### config.mk
export PLATFORM = sky130hd
export DESIGN_NAME = dfa_div
export DESIGN_NICKNAME = d
export VERILOG_FILES = /design/src/hdl/dfa_pkg.sv /design/src/hdl/dfa_div.sv
export SDC_FILE = /design/constraint.sdc
export NUM_CORES = 1
export LEC_CHECK = 0
export BUFFER_PORTS_ARGS = -buffer_cell sky130_fd_sc_hd__buf_2
export CAP_MARGIN = 40
export CORE_ASPECT_RATIO = 1.25
export CORE_MARGIN = 2
export CORE_UTILIZATION = 62
export CTS_CLUSTER_DIAMETER = 120
export DETAILED_ROUTE_END_ITERATION = 8
export PLACE_DENSITY = 0.95
export SLEW_MARGIN = 30
export SYNTH_ARGS = -nofsm -noshare
export SYNTH_HDL_FRONTEND = slang
export SYNTH_SLANG_ARGS = --single-unit
### constraint.sdc
create_clock -name i_clk -period 14.4 [get_ports i_clk]
set_clock_uncertainty 0.15 [all_clocks]
set_input_delay 3.6 -clock i_clk [delete_from_list [all_inputs] [get_ports i_clk]]
set_output_delay 3.6 -clock i_clk [all_outputs]
set_load 0.01 [all_outputs]
### src/hdl/dfa_pkg.sv
package dfa_pkg;

    localparam int IN_W    = 16;
    localparam int OUT_W   = 48;
    localparam int MUL_W   = 35;  // signed operand width of the shared multiplier
    localparam int REM_W   = 57;
    localparam int DEN_W   = 56;
    localparam int DLOW_W  = 63;
    localparam int STEP_W  = 6;
    localparam int CFG_IDX_W  = 1;
    localparam int CFG_DATA_W = 32;

    localparam logic [CFG_IDX_W-1:0] CFG_PREFACTOR = 1'b0;
    localparam logic [CFG_IDX_W-1:0] CFG_CUTOFF    = 1'b1;

    localparam logic [31:0] PREF_RESET = 32'd16777216;
    localparam logic [15:0] CUT_RESET  = 16'd4096;

    typedef struct packed {
        logic              start;
        logic [REM_W-1:0]  rem0;
        logic [DEN_W-1:0]  den;
        logic [DLOW_W-1:0] dlow;
        logic [STEP_W-1:0] steps;
    } t_div_req;

    typedef struct packed {
        logic              busy;
        logic              done;
        logic              sat;
        logic [DLOW_W-1:0] quot;
    } t_div_rsp;

endpackage

### src/hdl/dfa_div.sv
module dfa_div import dfa_pkg::*; (
    input  logic     i_clk,
    input  logic     i_rst_n,
    input  t_div_req i_req,
    output t_div_rsp o_rsp
);

    logic              r_busy;
    logic              r_done;
    logic              r_sat;
    logic [DEN_W-1:0]  r_rem;
    logic [DEN_W-1:0]  r_den;
    logic [DLOW_W-1:0] r_dlow;
    logic [DLOW_W-1:0] r_q;
    logic [STEP_W-1:0] r_cnt;

    logic [REM_W-1:0]  w_rem2;
    logic [REM_W-1:0]  w_sub;
    logic              w_ge;
    logic              w_sat0;

    assign w_rem2 = {r_rem, r_dlow[DLOW_W-1]};
    assign w_ge   = w_rem2 >= {1'b0, r_den};
    assign w_sub  = w_rem2 - {1'b0, r_den};
    assign w_sat0 = i_req.rem0 >= {1'b0, i_req.den};

    // Restoring divider, one quotient bit per cycle. Start flags saturation at once
    // when the first partial remainder already reaches the divisor.
    always_ff @(posedge i_clk) begin
        if (!i_rst_n) begin
            r_busy <= 1'b0;
            r_done <= 1'b0;
        end else begin
            if (i_req.start) begin
                r_rem  <= i_req.rem0[DEN_W-1:0];
                r_den  <= i_req.den;
                r_dlow <= i_req.dlow;
                r_cnt  <= i_req.steps;
                r_q    <= '0;
                r_sat  <= w_sat0;
                r_done <= w_sat0;
                r_busy <= !w_sat0;
            end else if (r_busy) begin
                r_rem  <= w_ge ? w_sub[DEN_W-1:0] : w_rem2[DEN_W-1:0];
                r_q    <= {r_q[DLOW_W-2:0], w_ge};
                r_dlow <= {r_dlow[DLOW_W-2:0], 1'b0};
                r_cnt  <= r_cnt - STEP_W'(1);
                r_done <= (r_cnt == STEP_W'(1));
                if (r_cnt == STEP_W'(1)) begin
                    r_busy <= 1'b0;
                end
            end else begin
                r_done <= 1'b0;
            end
        end
    end

    assign o_rsp.busy = r_busy;
    assign o_rsp.done = r_done;
    assign o_rsp.sat  = r_sat;
    assign o_rsp.quot = r_q;

endmodule

## Word level (Yosys, flattened, before mapping)

Cells that the tools add are included.

| word-level totals | value |
|---|---|
| register bits | 247 |
| input port bits | 185 |
| output and inout port bits | 66 |

| cells by class | value |
|---|---|
| add/subtract/negate cells | 2 |
| $lt $le $gt $ge | 2 |
| eq/ne operators | 1 |
| muxes and demuxes | 13 |
| reduce and logical (&&, ||, !) cells | 4 |

Operators with widths:

| operator | count |
|---|---|
| $mux W63 | 3 |
| $mux W56 | 3 |
| $ge A57 B56 Y1 | 2 |
| $sub A56 B56 Y56 | 1 |
| $mux W6 | 2 |
| $eq A6 B1 Y1 const B | 1 |
| $sub A6 B1 Y6 const B | 1 |
| $mux W1 | 5 |
| $reduce_and A2 Y1 | 2 |
| $reduce_bool A2 Y1 | 1 |
| $logic_not A1 Y1 | 1 |

## Logic depth before layout (Yosys ltp)

Gate-level depths: netlist of run 1.

| depth | value |
|---|---|
| depth in word-level cells | 4 |
| mapped depth | 15 |

## Worst setup path after synthesis of run 1

OpenSTA, ideal clock, no wires.

| path | value |
|---|---|
| path kind | input -> register |
| start | input port i_req[182] (netlist name) |
| end | register r_cnt[0], enable pin |
| arrival time | 8.771 ns |
| required time | 13.685 ns |
| slack | 4.914 ns |
| stages | 4 |
| path buffers | 3 |
| path through | clkbuf_1 > buf_1 > clkbuf_1 > o21a_1 |

| between the ends | value |
|---|---|
| longest elaborated chain between the ends | 2 |

RTL lines:

| element | line | RTL |
|---|---|---|
| start: declaration | dfa_div.sv:4 | `input t_div_req i_req,` |
| $reduce_bool A2 Y1 (no line) | - |  |
| $reduce_and A2 Y1 (no line) | - |  |
| end signal: assignment | dfa_div.sv:38 | `r_cnt <= i_req.steps;` |
| end signal: assignment | dfa_div.sv:47 | `r_cnt <= r_cnt - STEP_W'(1);` |
| end: declaration | dfa_div.sv:15 | `logic [STEP_W-1:0] r_cnt;` |

No other way between the ends.
A chain may end at the register's enable or synchronous reset.

## Final worst setup path of run 1

| path | value |
|---|---|
| start | input port i_req[182] (netlist name) |
| end | register r_q[19], enable pin |

| between the ends | value |
|---|---|
| longest elaborated chain between the ends | 2 |

RTL lines:

| element | line | RTL |
|---|---|---|
| $reduce_bool A2 Y1 (no line) | - |  |
| $reduce_and A2 Y1 (no line) | - |  |
| end signal: assignment | dfa_div.sv:45 | `r_q <= {r_q[DLOW_W-2:0], w_ge};` |
| end: declaration | dfa_div.sv:14 | `logic [DLOW_W-1:0] r_q;` |

No other way between the ends.

==> flow_metrics.env, run 1 <==
export IMPL_outcome="finished, final reports clean"
export IMPL_drtAntennaViolNets=0
export IMPL_finalMaxSlewViolations=0
export IMPL_drt_pass1_iterations=5
export IMPL_vias_per_cell=6.01
export IMPL_synth_top_area_frac=0.486
export IMPL_core_um2=23900
export IMPL_synth_edf_count=245
export IMPL_pwr_share_seq=0.428
export IMPL_dp_hpwl_um=28300
export IMPL_leakage_nw=7.52
export IMPL_ioPinCount=251
export IMPL_clk_pin_slew_ns=0.06
export IMPL_cts_sinks=247
export IMPL_fmax_ghz=0.163
export IMPL_gp_congestion=0.940
export IMPL_netSwitchingFraction=0.290
export IMPL_syn_area_per_cell_um2=10.7
export IMPL_p_comb_frac=0.230
export IMPL_required_ns=14.48
export IMPL_fin_tns_setup_ns=0
export IMPL_crit_path_end_kind="flip-flop"
export IMPL_relSlewSlack=0.471
export IMPL_finalHoldViolations=0
export IMPL_wire_per_inst_um=20.0
export IMPL_wl_met1_um=14600
export IMPL_synth_warnings=0
export IMPL_top_layer="met5"
export IMPL_hold_buffers=0
export IMPL_synth_distinct_cells=64
export IMPL_ys_seq_elements=247
export IMPL_grt_usage=0.297
export IMPL_power_mw=2.05
export IMPL_timing_final_crit_share=0.426
export IMPL_routed_wl_um=39700
export IMPL_synth_seq_area_share=0.488
export IMPL_vdd_ir_drop_max_v=0.000122
export IMPL_synthArstFlopShare=0
export IMPL_antenna_found_initial=7
export IMPL_setup_viol=0
export IMPL_rsz0062_at_grt="no"
export IMPL_cp_start_kind="input port"
export IMPL_cts_repair_resized=0
export IMPL_hp_start="r_dlow[7]"
export IMPL_synth_most_common_cell="edfxtp_1"
export IMPL_critPathMaxFanout=77
export IMPL_clkLatencyLatePin_ns=0.56
export IMPL_cap_viol_max_count=0
export IMPL_nets=1932
export IMPL_clockRootBuffer="clkbuf_16"
export IMPL_pwr_share_clk=0.342
export IMPL_hold_class="flip-flop to flip-flop"
export IMPL_drtIter0Drc=913
export IMPL_min_period_ns=6.14
export IMPL_synth_cells=1412
export IMPL_placed_cell_area_um2=16600
export IMPL_die_area_um2=25700
export IMPL_synth_nets=1712
export IMPL_arrival_ns=6.22
export IMPL_cts_tree="built"
export IMPL_p_int_mw=1.45
export IMPL_area_growth_syn_to_layout_pct=15.7
export IMPL_overflow=0
export IMPL_netlist_top_cells_area="edfxtp_1, ha_1, mux2_2"
export IMPL_die_w_um=144
export IMPL_num_rows=63
export IMPL_critical_path_class="input port to flip-flop"
export IMPL_startpoint="i_req[182]"
export IMPL_htree_levels=1
export IMPL_post_cts_buffers=0
export IMPL_syn_cell_area_um2=15100
export IMPL_cts_buffers=26
export IMPL_wl_met2_um=20600
export IMPL_drive_above_1_share=0.244
export IMPL_wl_met3_um=2580
export IMPL_worst_slew_pin_transition_ns=0.787
export IMPL_r2r_start="r_dlow[62]"
export IMPL_num_vias=11900
export IMPL_grt_pass1_wl_um=60100
export IMPL_synthTopCellsByCount="edfxtp_1, inv_1, ha_1"
export IMPL_drcViolationCount=0
export IMPL_cts_buffer_depth=3
export IMPL_start_util=0.634
export IMPL_yosysTopAreaCell="edfxtp_1"
export IMPL_power_density_nw_per_um2=117
export IMPL_yosys_most_used_dff="edfxtp_1"
export IMPL_first_global_vias=12000
export IMPL_grt_max_degree=78
export IMPL_port_buffers=250
export IMPL_fin_area_um2=17500
export IMPL_p_sw_mw=0.594
export IMPL_fp_dieH_um=179
## power groups by stage
stage	Clock, mW	Sequential, mW	Combinational (mW)
4_1_cts	0.702	0.876	0.461
3_3_place_gp	0	0.888	0.434
3_5_place_dp	0	0.890	0.455
5_1_grt	0.731	0.880	0.514
2_1_floorplan	0	0.893	0.330
6_report	0.701	0.877	0.471
## per-stage QoR
step           setup WS [ns]  hold WS [ns]  instances  utilization
6_report                8.26         0.397       1982        0.734
5_1_grt                 8.13         0.414       1981        0.733
4_1_cts                 8.11         0.398       1974        0.731
3_5_place_dp            7.48         0.385       1926        0.694
3_3_place_gp            7.55         0.377       1924        0.692
2_1_floorplan           4.91         0.349       1412            -
## cells in the final DEF (no fill, tap or decap), drive strengths merged, types with 5 or more instances in the layout
master,Yosys,layout
a211oi,24,24
a21boi,6,6
a21o,41,41
a21oi,107,107
a221o,7,7
a31oi,9,9
and3,5,5
and3b,7,7
buf,34,260
clkbuf,36,35
clkinv,0,7
diode,0,5
edfxtp,245,245
ha,114,114
inv,159,159
mux2,85,85
mux2i,5,5
nand2,95,95
nand3,20,20
nand4,35,35
nand4b,5,5
nor2,65,65
nor2b,70,70
nor3,16,16
nor4,9,9
o2111ai,5,5
o21a,13,13
o21ai,87,87
o21bai,8,8
or3,5,5
xnor2,27,27
xor2,27,27
## state kept, by name, summed over array words and instances (netlist names)
register,flops
r_dlow,63
r_done,1
r_cnt,6
r_q,63
r_den,56
r_rem,56
r_sat,1
r_busy,1
## kinds of logic (layout without fill, tap and decap cells)
family | Yosys count | count (layout) | share of synthesized area
XOR/XNOR | 54 | 54 | 0.0312
flip-flops | 247 | 247 | 0.488
AO/OA/AOI/OAI | 333 | 333 | 0.139
adder cells (fa/ha/maj) | 115 | 115 | 0.0955
AND/OR/NAND/NOR | 344 | 344 | 0.118
multiplexers | 90 | 90 | 0.0665
buffers and inverters | 229 | 469 | 0.0612
other | 0 | 5 | 0
## path summary, 6_finish.rpt
path	cells after the start	slack, ns	endpoint
max	6	8.26	r_q[19]
min	1	0.40	r_dlow[8]
max reg2reg	14	10.42	r_rem[32]
min reg2reg	1	0.40	r_dlow[8]
## worst max-delay path, cell delays in order
cell and delay [ns]:
clkbuf_8 0.41, o21a_4 0.52, buf_4 0.63, buf_12 0.29, buf_4 0.32, buf_16 0.32
## layout make-up
type	instances	area, µm²
antenna	5	12.5
timing repair buffer	262	1410
tap	325	407
multi-input combinational	936	6830
clock inverter	15	198
clock buffer	33	677
inverter	159	597
fill	1556	6360
sequential	247	7400
## per-layer routing
layer	vias to the layer above	track usage
met5	-	0
met4	6	0.143
met3	143	0.0545
met2	539	0.536
met1	5662	0.339
li1	5552	-
No activity file was read; power rests on OpenSTA's default activity.
==> inputs of run 2 (changes only) <==
CORE_UTILIZATION = 52   (was 62)
PLACE_DENSITY = 0.86   (was 0.95)
clock period = 5.3 ns   (was 14.4 ns; I/O delays follow)
==> flow_metrics.env, run 2 (same netlist as run 1, synthesis figures left out) <==
export IMPL_outcome="finished, final reports clean"
export IMPL_p_sw_mw=1.59
export IMPL_drive_above_1_share=0.247
export IMPL_pwr_share_seq=0.426
export IMPL_cp_slowest_cell="a211oi_4"
export IMPL_grt_pass1_wl_um=58900
export IMPL_htree_levels=1
export IMPL_finalMaxSlewViolations=0
export IMPL_fp_dieH_um=195
export IMPL_final_core_util=0.617
export IMPL_cts_sinks=247
export IMPL_fin_ws_ns=1.17
export IMPL_placed_cells=1992
export IMPL_whs_endpoint="r_dlow[62]"
export IMPL_fin_tns_setup_ns=0
export IMPL_cts_buffers=27
export IMPL_fmax_ghz=0.242
export IMPL_drtAntennaViolNets=0
export IMPL_cts_repair_resized=0
export IMPL_antenna_found_initial=8
export IMPL_r2r_cells=12
export IMPL_cap_viol_max_count=0
export IMPL_die_w_um=157
export IMPL_num_rows=69
export IMPL_relSlewSlack=0.370
export IMPL_ioPinCount=251
export IMPL_required_ns=5.42
export IMPL_p_comb_frac=0.227
export IMPL_cp_common_cell="a21oi_2"
export IMPL_grt_max_degree=108
export IMPL_mostFrequentLayoutCell="buf_2"
export IMPL_hold_buffers=0
export IMPL_start_util=0.530
export IMPL_first_global_vias=11700
export IMPL_hold_class="flip-flop to flip-flop"
export IMPL_finalHoldViolations=0
export IMPL_timing_final_crit_share=0.779
export IMPL_place_ws_ns=1.22
export IMPL_hp_start="r_dlow[61]"
export IMPL_fin_area_um2=17600
export IMPL_gp_congestion=0.930
export IMPL_drtIter0Drc=740
export IMPL_cp_start_kind="flip-flop"
export IMPL_pwr_share_clk=0.346
export IMPL_power_density_nw_per_um2=316
export IMPL_vdd_ir_drop_max_v=0.000367
export IMPL_setup_viol=0
export IMPL_worst_slew_pin_transition_ns=0.936
export IMPL_vias_per_cell=5.60
export IMPL_overflow=0
export IMPL_clk_pin_slew_ns=0.06
export IMPL_placed_cell_area_um2=16700
export IMPL_cts_tree="built"
export IMPL_grt_usage=0.243
export IMPL_port_buffers=250
export IMPL_wire_per_inst_um=18.4
export IMPL_r2r_slack_ns=1.17
export IMPL_netSwitchingFraction=0.286
export IMPL_r2r_start="r_rem[13]"
export IMPL_finalNonFillerCells=2048
export IMPL_holdPathStages=1
export IMPL_arrival_ns=4.25
export IMPL_reg2reg_to="r_rem[18]"
export IMPL_core_um2=28600
export IMPL_area_growth_syn_to_layout_pct=16.4
export IMPL_fillers=2261
export IMPL_max_stage_delay_ns=0.69
export IMPL_mostFrequentLayoutCells="buf_2, edfxtp_1, inv_1"
export IMPL_leakage_nw=7.56
export IMPL_drcViolationCount=0
export IMPL_clkLatencyLatePin_ns=0.55
export IMPL_crit_path_end_kind="flip-flop"
export IMPL_num_vias=11500
export IMPL_post_cts_buffers=0
export IMPL_clockRootBuffer="clkbuf_16"
export IMPL_min_period_ns=4.13
export IMPL_dp_hpwl_um=28300
export IMPL_nets=1932
export IMPL_cts_buffer_depth=3
export IMPL_reg_top3="r_dlow x63, r_q x63"
export IMPL_rsz0062_at_grt="no"
export IMPL_die_area_um2=30500
export IMPL_crit_chain="ha_1, a21oi_2, o21ai_1, nor3_2, a21oi_2, nor4b_4, a311oi_4, a211oi_4, buf_4, nor2_1, a211oi_1, a21oi_1"
export IMPL_critical_path_class="flip-flop to flip-flop"
export IMPL_routed_wl_um=37700
export IMPL_p_int_mw=3.98
export IMPL_critPathMaxFanout=35
export IMPL_drt_pass1_iterations=5
## run 2: cell types whose count changed in the layout (fill, tap and decap cells not counted), sizes merged
cell / before / now
clkbuf: 35 / 28
clkinv: 7 / 15
clkinvlp: 4 / 1
inv: 159 / 162
## run 2: cell type report
| cell class | instances | area (µm²) | share of cell area |
|---|---|---|---|
| sequential | 247 | 7400 | 0.420 |
| multi-input combinational | 936 | 6830 | 0.387 |
| timing repair buffer | 261 | 1400 | 0.0794 |
| clock buffer | 27 | 676 | 0.0383 |
| inverter | 159 | 597 | 0.0339 |
| tap | 390 | 488 | 0.0277 |
| clock inverter | 23 | 226 | 0.0129 |
| antenna | 5 | 12.5 | 0.000710 |
## run 2: power by group through the flow
| stage | clock network, mW | logic [mW] | registers, mW |
|---|---|---|---|
| final | 1.93 | 1.27 | 2.38 |
| after global routing | 2.04 | 1.40 | 2.39 |
| after CTS | 1.96 | 1.26 | 2.38 |
| after detailed placement | 0 | 1.25 | 2.41 |
| after global placement | 0 | 1.21 | 2.41 |
| after floorplan | 0 | 0.896 | 2.42 |
## run 2: metal layers
metal / routed length [µm] / vias up / part of all wire / global-route usage
met5: 46 / - / 0.0012 / 0
met3: 2610 / 115 / 0.069 / 0.0575
met2: 18800 / 398 / 0.50 / 0.424
met4: 1790 / 8 / 0.047 / 0.113
li1: - / 5553 / - / -
met1: 14500 / 5386 / 0.38 / 0.279
## run 2: worst max-delay path by stage
stage	startpoint	endpoint	slack [ns]	cells after the start
6_report	r_rem[13]	r_rem[18]	1.17	12
5_1_grt	r_rem[13]	r_rem[18]	0.91	12
4_1_cts	r_rem[13]	r_rem[18]	1.20	12
3_5_place_dp	r_rem[13]	r_rem[12]	1.22	12
3_3_place_gp	i_req[70]	r_sat	1.41	12
2_1_floorplan	i_req[182]	r_cnt[0]	0.02	4
## run 2: worst max-delay path, delay by kind of cell, from the launching register on
family	cells	cell delay, ns
flops	1	0.41
compound gates	7	1.66
fa+ha+maj	1	0.46
simple gates	3	0.71
buf+inv	1	0.46
## run 2: through the flow
stage / hold slack (ns) / total power, mW
final: 0.399 / 5.57
after global routing: 0.406 / 5.82
after CTS: 0.401 / 5.59
after detailed placement: 0.385 / 3.66
after global placement: 0.381 / 3.62
after floorplan: 0.349 / 3.31
